<file path="src/design/dss_pkg.sv">
// ----------------------------------------------------------------------------
// dss_pkg: shared types and constants of the dose stepper sequencer
// Holds the micro-operation codes, the status bundle read by the sequencer
// and the widths of the shared serial divider.
// ----------------------------------------------------------------------------
package dss_pkg;

  localparam int unsigned DivDendW = 27;  // widest dividend: progress * 100
  localparam int unsigned DivSorW  = 24;  // widest divisor: area * step length
  localparam int unsigned DivCntW  = 5;   // holds DivDendW

  localparam int unsigned StepsW = 20;
  localparam int unsigned DelayW = 10;
  localparam int unsigned PctW   = 7;

  // Command codes carried in the func field.
  localparam logic FuncStart = 1'b0;
  localparam logic FuncTick  = 1'b1;

  // Register indexes on the configuration port.
  localparam logic RegPlungerArea = 1'b0;
  localparam logic RegStepLength  = 1'b1;

  // Micro-operations that a control word hands to the datapath.
  typedef enum logic [3:0] {
    OP_NOP,
    OP_ACCEPT,
    OP_DIV_STEPS,
    OP_DIV_DELAY,
    OP_START,
    OP_TICK,
    OP_DIV_PCT,
    OP_SAVE_PCT,
    OP_EMIT
  } dss_op_e;

  // Datapath status that the jump conditions test.
  typedef struct packed {
    logic item_taken;  // an input transfer happens this cycle
    logic tick_cmd;    // latched command is a millisecond tick
    logic div_busy;    // divider still iterating
    logic out_hold;    // output register full and stalled
    logic no_steps;    // current move has no steps at all
  } dss_status_t;

endpackage

</file>
<file path="src/design/dss_divider.sv">
// ----------------------------------------------------------------------------
// dss_divider: restoring unsigned divider, one quotient bit per cycle
// A start pulse loads the operands; the quotient is valid once busy drops.
// ----------------------------------------------------------------------------
module dss_divider (
  input  logic                           clk_i,
  input  logic                           rst_ni,
  input  logic                           start_i,
  input  logic [dss_pkg::DivDendW-1:0]   dividend_i,
  input  logic [dss_pkg::DivSorW-1:0]    divisor_i,
  output logic                           busy_o,
  output logic [dss_pkg::DivDendW-1:0]   quotient_o
);
  import dss_pkg::*;

  logic [DivCntW-1:0]  cnt_q, cnt_d;
  logic [DivDendW-1:0] quo_q, quo_d;
  logic [DivSorW-1:0]  rem_q, rem_d;
  logic [DivSorW-1:0]  sor_q, sor_d;
  logic [DivSorW:0]    shifted;
  logic [DivSorW:0]    diff;
  logic                fits;

  assign shifted = {rem_q, quo_q[DivDendW-1]};
  assign diff    = shifted - {1'b0, sor_q};
  assign fits    = shifted >= {1'b0, sor_q};

  always_comb begin
    cnt_d = cnt_q;
    quo_d = quo_q;
    rem_d = rem_q;
    sor_d = sor_q;
    if (start_i) begin
      cnt_d = DivCntW'(DivDendW);
      quo_d = dividend_i;
      rem_d = '0;
      sor_d = divisor_i;
    end else if (cnt_q != '0) begin
      cnt_d = cnt_q - 1'b1;
      quo_d = {quo_q[DivDendW-2:0], fits};
      // The remainder stays below the divisor, so it fits the narrower width.
      rem_d = fits ? diff[DivSorW-1:0] : shifted[DivSorW-1:0];
    end
  end

  always_ff @(posedge clk_i or negedge rst_ni) begin
    if (!rst_ni) begin
      cnt_q <= '0;
    end else begin
      cnt_q <= cnt_d;
    end
  end

  always_ff @(posedge clk_i) begin
    quo_q <= quo_d;
    rem_q <= rem_d;
    sor_q <= sor_d;
  end

  assign busy_o     = (cnt_q != '0);
  assign quotient_o = quo_q;

endmodule

</file>
<file path="src/design/dss_sequencer.sv">
// ----------------------------------------------------------------------------
// dss_sequencer: microprogram counter and control store
// Each step issues one micro-operation and an optional conditional jump.
// ----------------------------------------------------------------------------
module dss_sequencer (
  input  logic                 clk_i,
  input  logic                 rst_ni,
  input  dss_pkg::dss_status_t status_i,
  output dss_pkg::dss_op_e     op_o
);
  import dss_pkg::*;

  typedef enum logic [2:0] {
    JC_NEXT,
    JC_ALWAYS,
    JC_NO_ITEM,
    JC_TICK,
    JC_DIV_BUSY,
    JC_OUT_HOLD,
    JC_NO_STEPS
  } jump_cond_e;

  typedef struct packed {
    dss_op_e    op;
    jump_cond_e cond;
    logic [3:0] target;
  } ucode_word_t;

  localparam logic [3:0] PcWait     = 4'd0;
  localparam logic [3:0] PcWaitStep = 4'd3;
  localparam logic [3:0] PcWaitDly  = 4'd5;
  localparam logic [3:0] PcTick     = 4'd7;
  localparam logic [3:0] PcPct      = 4'd8;
  localparam logic [3:0] PcWaitPct  = 4'd9;
  localparam logic [3:0] PcOutWait  = 4'd11;

  function automatic ucode_word_t ucode_rom(input logic [3:0] pc);
    ucode_word_t w;
    unique case (pc)
      4'd0:    w = '{OP_ACCEPT,    JC_NO_ITEM,  PcWait};
      4'd1:    w = '{OP_NOP,       JC_TICK,     PcTick};
      4'd2:    w = '{OP_DIV_STEPS, JC_NEXT,     PcWait};
      4'd3:    w = '{OP_NOP,       JC_DIV_BUSY, PcWaitStep};
      4'd4:    w = '{OP_DIV_DELAY, JC_NEXT,     PcWait};
      4'd5:    w = '{OP_NOP,       JC_DIV_BUSY, PcWaitDly};
      4'd6:    w = '{OP_START,     JC_ALWAYS,   PcPct};
      4'd7:    w = '{OP_TICK,      JC_NEXT,     PcWait};
      4'd8:    w = '{OP_DIV_PCT,   JC_NO_STEPS, PcOutWait};
      4'd9:    w = '{OP_NOP,       JC_DIV_BUSY, PcWaitPct};
      4'd10:   w = '{OP_SAVE_PCT,  JC_NEXT,     PcWait};
      4'd11:   w = '{OP_NOP,       JC_OUT_HOLD, PcOutWait};
      4'd12:   w = '{OP_EMIT,      JC_ALWAYS,   PcWait};
      default: w = '{OP_NOP,       JC_ALWAYS,   PcWait};
    endcase
    return w;
  endfunction

  logic [3:0]  pc_q, pc_d;
  ucode_word_t word;
  logic        taken;

  assign word = ucode_rom(pc_q);

  always_comb begin
    unique case (word.cond)
      JC_NEXT:     taken = 1'b0;
      JC_ALWAYS:   taken = 1'b1;
      JC_NO_ITEM:  taken = !status_i.item_taken;
      JC_TICK:     taken = status_i.tick_cmd;
      JC_DIV_BUSY: taken = status_i.div_busy;
      JC_OUT_HOLD: taken = status_i.out_hold;
      JC_NO_STEPS: taken = status_i.no_steps;
      default:     taken = 1'b1;
    endcase
    pc_d = taken ? word.target : pc_q + 1'b1;
  end

  always_ff @(posedge clk_i or negedge rst_ni) begin
    if (!rst_ni) begin
      pc_q <= PcWait;
    end else begin
      pc_q <= pc_d;
    end
  end

  assign op_o = word.op;

endmodule

</file>
<file path="src/design/dose_stepper_sequencer.sv">
// ----------------------------------------------------------------------------
// dose_stepper_sequencer: full-step stepper sequencer for a syringe dose
// Flow: one command at a time; the next transfer is taken once the result
//   has been loaded into the output register, even while it is stalled.
//   A start runs the serial divider for steps, step delay and progress
//   (progress only when the move has steps); a tick runs the progress
//   pass only, and none while no move with steps has been set up.
// Reset: asynchronous, active low; phase, step and delay counts, direction,
//   coils and done flag clear; plunger area returns to 300, step length to 1.
// ----------------------------------------------------------------------------
module dose_stepper_sequencer (
  input  logic        clk_i,
  input  logic        rst_ni,
  // configuration write port
  input  logic        cfg_we_i,
  input  logic        cfg_index_i,
  input  logic [15:0] cfg_data_i,
  // command channel
  input  logic        in_valid_i,
  output logic        in_stall_o,
  input  logic        func_i,
  input  logic [9:0]  dose_ml_i,
  input  logic        turn_direction_i,
  input  logic [15:0] flow_rate_i,
  // result channel
  output logic        out_valid_o,
  input  logic        out_stall_i,
  output logic [3:0]  coil_pattern_o,
  output logic [6:0]  progress_pct_o,
  output logic        busy_res_o,
  output logic        move_done_o
);
  import dss_pkg::*;

  // rate / 1000 for any 16-bit rate is (rate * 67109) >> 26, exact.
  localparam logic [32:0] RateRecip = 33'd67109;
  localparam int unsigned RateShift = 26;

  // The control store is walked by the sequencer; everything below is the
  // plain datapath that its micro-operations drive.
  dss_op_e     op;
  dss_status_t status;

  logic                div_start;
  logic [DivDendW-1:0] div_dividend;
  logic [DivSorW-1:0]  div_divisor;
  logic                div_busy;
  logic [DivDendW-1:0] div_quot;

  // Configuration registers.
  logic [15:0] area_q;
  logic [7:0]  slen_q;
  logic [15:0] area_eff;
  logic [7:0]  slen_eff;

  // Latched command.
  logic        func_q;
  logic [9:0]  dose_q;
  logic        dir_q;
  logic [15:0] rate_q;

  // Move state.
  logic [1:0]        phase_q, phase_d;
  logic [StepsW-1:0] steps_left_q, steps_total_q, steps_new_q;
  logic [DelayW-1:0] delay_reload_q, delay_left_q;
  logic              ccw_q;
  logic [3:0]        coil_q, coil_d;
  logic [6:0]        speed_q;
  logic [PctW-1:0]   pct_q;
  logic              done_q;

  // Output register.
  logic       out_valid_q;
  logic [3:0] out_coil_q;
  logic [6:0] out_pct_q;
  logic       out_busy_q;
  logic       out_done_q;

  logic        in_xfer;
  logic        out_hold;
  logic [32:0] rate_prod;
  logic [6:0]  speed_raw;
  logic [DelayW-1:0] delay_new;

  // A zero register is used as one.
  assign area_eff = (area_q == '0) ? 16'd1 : area_q;
  assign slen_eff = (slen_q == '0) ? 8'd1 : slen_q;

  assign in_stall_o = (op != OP_ACCEPT);
  assign in_xfer    = in_valid_i && (op == OP_ACCEPT);
  assign out_hold   = out_valid_q && out_stall_i;

  assign status.item_taken = in_xfer;
  assign status.tick_cmd   = (func_q == FuncTick);
  assign status.div_busy   = div_busy;
  assign status.out_hold   = out_hold;
  assign status.no_steps   = (steps_total_q == '0);

  dss_sequencer u_seq (
    .clk_i    (clk_i),
    .rst_ni   (rst_ni),
    .status_i (status),
    .op_o     (op)
  );

  // Speed in whole mm/s, at least one.
  assign rate_prod = 33'(rate_q) * RateRecip;
  assign speed_raw = rate_prod[RateShift+6:RateShift];

  // The quotient of 1000 by a divisor of at least one never exceeds 1000.
  assign delay_new = (div_quot == '0) ? DelayW'(1) : div_quot[DelayW-1:0];

  // The shared divider serves three operand pairs, picked by the operation.
  always_comb begin
    div_start    = 1'b0;
    div_dividend = '0;
    div_divisor  = DivSorW'(1);
    unique case (op)
      OP_DIV_STEPS: begin
        div_start    = 1'b1;
        div_dividend = DivDendW'(dose_q * 20'd1000);
        div_divisor  = DivSorW'(area_eff * 24'(slen_eff));
      end
      OP_DIV_DELAY: begin
        div_start    = 1'b1;
        div_dividend = DivDendW'(1000);
        div_divisor  = DivSorW'(15'(slen_eff) * 15'(speed_q));
      end
      OP_DIV_PCT: begin
        div_start    = !status.no_steps;
        div_dividend = DivDendW'(steps_total_q - steps_left_q) * DivDendW'(100);
        div_divisor  = DivSorW'(steps_total_q);
      end
      default: begin
        div_start = 1'b0;
      end
    endcase
  end

  dss_divider u_div (
    .clk_i      (clk_i),
    .rst_ni     (rst_ni),
    .start_i    (div_start),
    .dividend_i (div_dividend),
    .divisor_i  (div_divisor),
    .busy_o     (div_busy),
    .quotient_o (div_quot)
  );

  // Next coil drive: the very first drive keeps the phase, later ones step
  // it once in the direction of the move.
  always_comb begin
    phase_d = phase_q;
    if (coil_q != '0) begin
      phase_d = ccw_q ? phase_q + 2'd1 : phase_q - 2'd1;
    end
    unique case (phase_d)
      2'd0:    coil_d = 4'd3;
      2'd1:    coil_d = 4'd6;
      2'd2:    coil_d = 4'd12;
      default: coil_d = 4'd9;
    endcase
  end

  always_ff @(posedge clk_i or negedge rst_ni) begin
    if (!rst_ni) begin
      area_q         <= 16'd300;
      slen_q         <= 8'd1;
      func_q         <= 1'b0;
      phase_q        <= '0;
      steps_left_q   <= '0;
      steps_total_q  <= '0;
      delay_reload_q <= '0;
      delay_left_q   <= '0;
      ccw_q          <= 1'b0;
      coil_q         <= '0;
      done_q         <= 1'b0;
      out_valid_q    <= 1'b0;
    end else begin
      if (cfg_we_i) begin
        unique case (cfg_index_i)
          RegPlungerArea: area_q <= cfg_data_i;
          RegStepLength:  slen_q <= cfg_data_i[7:0];
          default:        area_q <= area_q;
        endcase
      end

      if (out_valid_q && !out_stall_i) begin
        out_valid_q <= 1'b0;
      end

      unique case (op)
        OP_ACCEPT: begin
          if (in_xfer) begin
            func_q <= func_i;
            done_q <= 1'b0;
          end
        end
        OP_START: begin
          delay_reload_q <= delay_new;
          ccw_q          <= dir_q;
          steps_total_q  <= steps_new_q;
          if (steps_new_q == '0) begin
            steps_left_q <= '0;
            delay_left_q <= '0;
          end else begin
            // First pattern goes out as soon as the move starts; ccw_q is
            // still the old direction here, so step with the new one.
            if (coil_q != '0) begin
              phase_q <= dir_q ? phase_q + 2'd1 : phase_q - 2'd1;
              unique case (dir_q ? phase_q + 2'd1 : phase_q - 2'd1)
                2'd0:    coil_q <= 4'd3;
                2'd1:    coil_q <= 4'd6;
                2'd2:    coil_q <= 4'd12;
                default: coil_q <= 4'd9;
              endcase
            end else begin
              coil_q <= coil_d;
            end
            steps_left_q <= steps_new_q - 1'b1;
            delay_left_q <= delay_new;
          end
        end
        OP_TICK: begin
          if (delay_left_q != '0) begin
            if (delay_left_q == DelayW'(1)) begin
              if (steps_left_q != '0) begin
                phase_q      <= phase_d;
                coil_q       <= coil_d;
                steps_left_q <= steps_left_q - 1'b1;
                delay_left_q <= delay_reload_q;
              end else begin
                delay_left_q <= '0;
                done_q       <= 1'b1;
              end
            end else begin
              delay_left_q <= delay_left_q - 1'b1;
            end
          end
        end
        OP_EMIT: begin
          out_valid_q <= 1'b1;
        end
        default: begin
          func_q <= func_q;
        end
      endcase
    end
  end

  // Payload registers need no reset.
  always_ff @(posedge clk_i) begin
    if (in_xfer) begin
      dose_q <= dose_ml_i;
      dir_q  <= turn_direction_i;
      rate_q <= flow_rate_i;
    end
    if (op == OP_DIV_STEPS) begin
      speed_q <= (speed_raw == '0) ? 7'd1 : speed_raw;
    end
    if (op == OP_DIV_DELAY) begin
      steps_new_q <= div_quot[StepsW-1:0];
    end
    if (op == OP_DIV_PCT && status.no_steps) begin
      pct_q <= '0;
    end else if (op == OP_SAVE_PCT) begin
      pct_q <= div_quot[PctW-1:0];
    end
    if (op == OP_EMIT) begin
      out_coil_q <= coil_q;
      out_pct_q  <= pct_q;
      out_busy_q <= (steps_left_q != '0) || (delay_left_q != '0);
      out_done_q <= done_q;
    end
  end

  assign out_valid_o    = out_valid_q;
  assign coil_pattern_o = out_coil_q;
  assign progress_pct_o = out_pct_q;
  assign busy_res_o     = out_busy_q;
  assign move_done_o    = out_done_q;

endmodule

</file>
<file path="config.mk">
export PLATFORM = sky130hd
export DESIGN_NAME = dose_stepper_sequencer
export DESIGN_NICKNAME = d
export VERILOG_FILES = /design/src/design/dss_pkg.sv /design/src/design/dss_divider.sv /design/src/design/dss_sequencer.sv /design/src/design/dose_stepper_sequencer.sv
export SDC_FILE = /design/constraint.sdc
export NUM_CORES = 1
export LEC_CHECK = 0
export ABC_AREA = 1
export BUFFER_PORTS_ARGS = -buffer_cell sky130_fd_sc_hd__buf_2
export CAP_MARGIN = 30
export CORE_MARGIN = 8
export CORE_UTILIZATION = 41
export CTS_BUF_LIST = sky130_fd_sc_hd__clkbuf_16
export DETAILED_ROUTE_END_ITERATION = 10
export SETUP_SLACK_MARGIN = 0.02
export SKIP_LAST_GASP = 1
export SYNTH_ARGS = -nofsm -noshare
export SYNTH_HDL_FRONTEND = slang
export SYNTH_HIERARCHICAL = 1
export SYNTH_SLANG_ARGS = --single-unit
</file>
<file path="constraint.sdc">
create_clock -name clk_i -period 10.2 [get_ports clk_i]
set_clock_uncertainty 0.1 [all_clocks]
set_input_delay 1.02 -clock clk_i [delete_from_list [all_inputs] [get_ports clk_i]]
set_output_delay 1.02 -clock clk_i [all_outputs]
set_load 0.02 [all_outputs]
</file>
# ---- After elaboration in Yosys (flattened, before gate mapping)
# Memory sizes are Yosys's and may differ from the RTL's.
# Index checks and enable logic that the tools add are counted.
dict set report totals {
  regBits 252
  mem_bits_ro 176
  input_bits 50
  word_cells 151
  memories 1
}
dict set report classes {
  n_addsub 9
  n_mul 5
  magnitude_cmp 1
  n_eq_ne 26
  n_mux 47
  bitwise 1
  n_reduce_logical 34
}
# name depth width rd rd_clocked_by_memory_dff wr line_no
set memory_table {}
lappend memory_table {{(no name shown)} 16 11 1 0 0 dss_sequencer.sv:39} ;# unique case (pc)
# operator n
set op_table {}
lappend op_table {{27-bit case mux with 3 select lines} 1}
lappend op_table {{20-bit 2-to-1 mux} 4}
lappend op_table {{24-bit case mux with 3 select lines} 1}
lappend op_table {{27-bit 2-to-1 mux} 2}
lappend op_table {{10-bit 2-to-1 mux} 5}
lappend op_table {{20-bit zero test} 2}
lappend op_table {{20-bit case mux with 2 select lines} 1}
lappend op_table {{20-bit by 1-bit subtractor with 20-bit output (second input constant)} 2}
lappend op_table {{16-bit by 17-bit multiplier with 33-bit output (second input constant)} 1}
lappend op_table {{27-bit zero test} 1}
lappend op_table {{27-bit by 5-bit multiplier with 25-bit output (second input constant)} 1}
lappend op_table {{25-bit by 24-bit >= comparator with 1-bit output} 1}
lappend op_table {{16-bit by 8-bit multiplier with 24-bit output} 1}
lappend op_table {{24-bit 2-to-1 mux} 1}
lappend op_table {{4-bit 2-to-1 mux} 6}
lappend op_table {{4-bit case mux with 3 select lines} 2}
lappend op_table {{24-bit subtractor} 1}
lappend op_table {{20-bit by 20-bit subtractor with 21-bit output} 1}
lappend op_table {{10-bit case mux with 2 select lines} 1}
lappend op_table {{20-bit nonzero test} 1}
lappend op_table {{10-bit by 7-bit multiplier with 17-bit output (second input constant)} 1}
lappend op_table {{4-bit by 3-bit == test with 1-bit output (second input constant)} 4}
lappend op_table {{16-bit zero test} 1}
lappend op_table {{16-bit 2-to-1 mux} 1}
lappend op_table {{41 further kinds} 80}

# ---- Depth between registers and ports, before layout
dict set report depth {
  word_depth 9
  depth_mapped 30
  mapped_depth_nobuf 30
}

# ---- Modules after synthesis
# Netlist, hierarchy kept.
# mod instances cells_each area_per_inst_um2
set by_module_without_submodules {}
lappend by_module_without_submodules {dose_stepper_sequencer 1 3153 23600.1}
lappend by_module_without_submodules {dss_divider 1 720 5143.7}
lappend by_module_without_submodules {dss_sequencer 1 108 770.7}

# ---- Worst setup path after synthesis
# OpenSTA, ideal clock, no wires.
dict set report synth_path {
  path_type {flip-flop to flip-flop}
  start {reg area_q[5]}
  end {reg u_div.sor_q[12], data pin}
  arrival_time_ns 4.809
  setup_slack_ns 5.030
  stages_incl_launch_ff 25
  path_buffers 1
  period_less_slack_ns 5.170
  path_cell_list {dfstp_2 > clkbuf_1 > inv_1 > nand4_1 > nor2_1 > a31oi_1 > inv_1 > nand2_1 > fa_1 > fa_1 > inv_1 > fa_1 > inv_1 > fa_1 > inv_1 > ha_1 > nand2_1 > o21ai_1 > nor2_1 > o21ai_1 > nand2_1 > nand2_1 > nand2_1 > nand3_1 > nand3_1}
}
dict set report synth_between {
  elab_chain_len 4
}
# item line_no
set synth_rtl {}
lappend synth_rtl {{start, declared} dose_stepper_sequencer.sv:51} ;# logic [15:0] area_q;
lappend synth_rtl {{start signal, assigned} dose_stepper_sequencer.sv:182} ;# RegPlungerArea: area_q <= cfg_data_i;
lappend synth_rtl {{start signal, assigned} dose_stepper_sequencer.sv:184} ;# default: area_q <= area_q;
lappend synth_rtl {{16-bit zero test} dose_stepper_sequencer.sv:86} ;# assign area_eff = (area_q == '0) ? 16'd1 : area_q;
lappend synth_rtl {{16-bit 2-to-1 mux *} dose_stepper_sequencer.sv:86}
lappend synth_rtl {{16-bit by 8-bit multiplier with 24-bit output *} dose_stepper_sequencer.sv:122} ;# div_divisor = DivSorW'(area_eff * 24'(slen_eff));
lappend synth_rtl {{24-bit case mux with 3 select lines *} dose_stepper_sequencer.sv:118} ;# unique case (op)
lappend synth_rtl {{named net div_divisor[12]} dose_stepper_sequencer.sv:46} ;# logic [DivSorW-1:0] div_divisor;
lappend synth_rtl {{end signal, assigned} dss_divider.sv:57} ;# sor_q <= sor_d;
lappend synth_rtl {{end, declared} dss_divider.sv:19} ;# logic [DivSorW-1:0] sor_q, sor_d;
# Mark *: on every way through the listed nets, which the timed path passes. The rest lies on a longest branch.
# A chain may end at the register's enable or synchronous reset.

# ---- Final worst setup path
dict set report layout_path {
  start {reg slen_q[3]}
  end {reg u_div.sor_q[11], data pin}
}
dict set report layout_between {
  elab_chain_len 4
}
# item line_no
set layout_rtl {}
lappend layout_rtl {{start, declared} dose_stepper_sequencer.sv:52} ;# logic [7:0] slen_q;
lappend layout_rtl {{start signal, assigned} dose_stepper_sequencer.sv:183} ;# RegStepLength: slen_q <= cfg_data_i[7:0];
lappend layout_rtl {{8-bit zero test} dose_stepper_sequencer.sv:87} ;# assign slen_eff = (slen_q == '0) ? 8'd1 : slen_q;
lappend layout_rtl {{8-bit 2-to-1 mux *} dose_stepper_sequencer.sv:87}
lappend layout_rtl {{16-bit by 8-bit multiplier with 24-bit output or 8-bit by 7-bit multiplier with 15-bit output (tied branches)} {dose_stepper_sequencer.sv:122, dose_stepper_sequencer.sv:127}}
lappend layout_rtl {{24-bit case mux with 3 select lines *} dose_stepper_sequencer.sv:118}
lappend layout_rtl {{named net div_divisor[11]} dose_stepper_sequencer.sv:46}
# Marked as above.

==> impl_metrics.tcl <==
set metrics [dict create \
    hold_viol 0 \
    fin_hold_ws_ns 0.3494 \
    drt-total-wl_um 78330 \
    cts_buffers 31 \
    syn_to_final_growth_pct 7.872 \
    grt_max_degree 57 \
    rsz0062_at_grt "false" \
    cts_tree "yes" \
    wl_per_cell_um 15.73 \
    via_count 24480 \
    synth.ff_latch_count 252 \
    grt_pass1_wl_um 127900 \
    clk_latency_ns 0.60 \
    overflow 0 \
    finalSetupViolations 0 \
    drtAntennaViolNets 0 \
    syn_area_per_cell_um2 7.414 \
    synth_area_mm2 0.02951 \
    fin_tns_setup_ns 0 \
    hold_class "input pin to async pin" \
    avgViaCountPerCell 4.917 \
    yosysSeqAreaShare_pct 22.86 \
    cp-start-kind "register" \
    ctsResizeCount 0 \
    end_kind "register" \
    clkSlewWorstSetupHoldPaths_ns 0.06 \
    fmaxAchievable_mhz 177.6 \
    antenna_found_initial 0 \
    synth_top_family_by_area "adder cells" \
    io_buffer_count 64 \
    dr.pass1.iters 8 \
    grt.total_usage_pct 19.11 \
    synth_edf_count 118 \
    grt_pass1_vias 23930 \
    num_io_pins 65 \
    start_util_pct 41.36 \
    arrival_ns 5.86 \
    gp_congestion 0.9401 \
    synth_ff_type "edfxtp_1" \
    drive_gt1_share_pct 5.733 \
    synth_warnings 6 \
    yosysUniqueCellTypes 64 \
    synthCells 3981 \
    n_fill_cell 7288 \
    h-tree-depth 1 \
    synth_fa_ha_area_share_pct 29.69 \
    final_common_cell "nand2_1" \
    crit_type "register to register" \
    drt_iter0_markers 1707 \
    maxSlewHeadroom_pct 29.25 \
    worstPathMaxFanout 24 \
    die-area_mm2 0.08083 \
    final_cell_mix "nand2_1, inv_1, ha_1" \
    die_w_um 284.3 \
    synth_compound_area_share_pct 8.555 \
    min_period_ns 5.631 \
    maxCapViolCount 0 \
    hold_buffers 0 \
    clock_path_buffers 3 \
    outcome "completed" \
    yosys.area_share.simple_pct 23.73 \
    synthXorXnorAreaFrac_pct 2.196 \
    min_period_over_period_pct 55.20 \
    die_h_um 284.3 \
    num_antenna_cells 0 \
    worst_pin_slew_ns 1.061 \
    rows 98 \
    drc 0 \
    synthMuxAreaShare_pct 0.03815 \
    clockRootBuffer "clkbuf_16" \
    drv_slew 0 \
    cts_sinks 252 \
    coreArea_mm2 0.07136 \
    ys_async_sr_fraction_pct 40.87 \
    post_cts_buffers 0 \
    final_nets 4632 \
    ff2ff_path_depth 23 \
    dp_hpwl_um 63840 \
    crit_required_ns 10.43 \
]
final cells by class:
class / instances / area (um^2) / share of cell area (%)
clock buffer: 35 / 875.8 / 2.751
clock inverter: 23 / 225.2 / 0.7074
inverter: 885 / 3329 / 10.46
multi-input combinational: 2754 / 18980 / 59.60
sequential: 252 / 6748 / 21.19
tap: 950 / 1189 / 3.733
timing repair buffer: 80 / 495.5 / 1.556
kinds of logic (layout without fill, tap and decap cells):
family          after synthesis  in the layout
compound gates              459            459
flops                       252            252
mux                           1              1
buf+inv                     976           1023
fa+ha+maj                   578            578
xor+xnor                     74             74
simple gates               1640           1640
other cells                   1              2
state kept, by name, summed over array words and instances, names as in the netlist, 8 cells and up:
register	cells
delay_left_q	10
steps_left_q	20
u_div/rem_q	24
u_div/sor_q	24
u_div/quotient_o	27
dose_q	10
steps_new_q	20
steps_total_q	20
slen_q	8
area_q	16
delay_reload_q	10
rate_q	16
through the flow:
stage	cell area, um^2	cells	utilization, %	worst slack, ns
detailed placement	30710	4920	43.03	4.570
global route	31840	4979	44.61	4.054
global placement	30660	4918	42.97	4.742
CTS	31810	4978	44.58	4.566
floorplan	29520	3982	-	5.030
finish	31840	4979	44.61	4.569
per-layer routing:
metal	routed length, um	up-vias	global-route usage [%]
li1	-	12510	-
met1	37950	11350	27.46
met2	34910	524	30.82
met3	3567	94	1.923
met4	1905	0	4.370
met5	0	-	0
final timing paths:
path | start | end | slack (ns)
min in group clk_i | pct_q[1] | progress_pct_o[1] | 0.35
worst max-delay path | slen_q[3] | u_div/sor_q[11] | 4.57
worst max register to register | slen_q[3] | u_div/sor_q[11] | 4.57
max in group asynchronous | rst_ni | area_q[10] | 8.27
worst min register to register | pct_q[1] | progress_pct_o[1] | 0.35
worst min-delay path | rst_ni | u_seq/pc_q[0] | 0.35
synthesized netlist by cell type (all sizes together), types with 6 or more instances:
master / n / share of area [%]
a21boi: 7 / 0.18
a21o: 8 / 0.20
a21oi: 165 / 2.9
a31oi: 11 / 0.23
buf: 31 / 0.84
clkbuf: 60 / 0.79
dfrtp: 98 / 8.3
dfxtp: 31 / 2.1
edfxtp: 118 / 12
fa: 204 / 14
ha: 374 / 16
inv: 885 / 11
nand2: 1026 / 13
nand3: 205 / 3.7
nand3b: 16 / 0.45
nand4: 55 / 1.2
nor2: 272 / 3.7
nor3: 31 / 0.66
nor4: 15 / 0.32
o211ai: 9 / 0.23
o21ai: 220 / 3.8
o21bai: 7 / 0.18
o22ai: 6 / 0.13
or2: 13 / 0.28
xnor2: 28 / 0.83
xor2: 46 / 1.4
worst max-delay path, stage by stage (launching register included):
cell and delay [ns]:
dfrtp_1 0.76, inv_1 0.21, nand4_1 0.11, nor4_1 0.20, nor2_1 0.09, inv_1 0.24, nand2_1 0.13, fa_1 0.53
fa_1 0.55, inv_1 0.05, fa_1 0.53, inv_1 0.06, fa_1 0.52, inv_1 0.04, ha_1 0.34, inv_1 0.07
nor3_1 0.18, nand2_1 0.07, o211ai_1 0.15, nand2_1 0.10, nand2_1 0.09, a21oi_1 0.06, o21ai_0 0.10, nand3_1 0.10
Power is left out: the tool's default activity adds up to more than one toggle a clock period on the data nets, which glitch-free logic cannot reach.
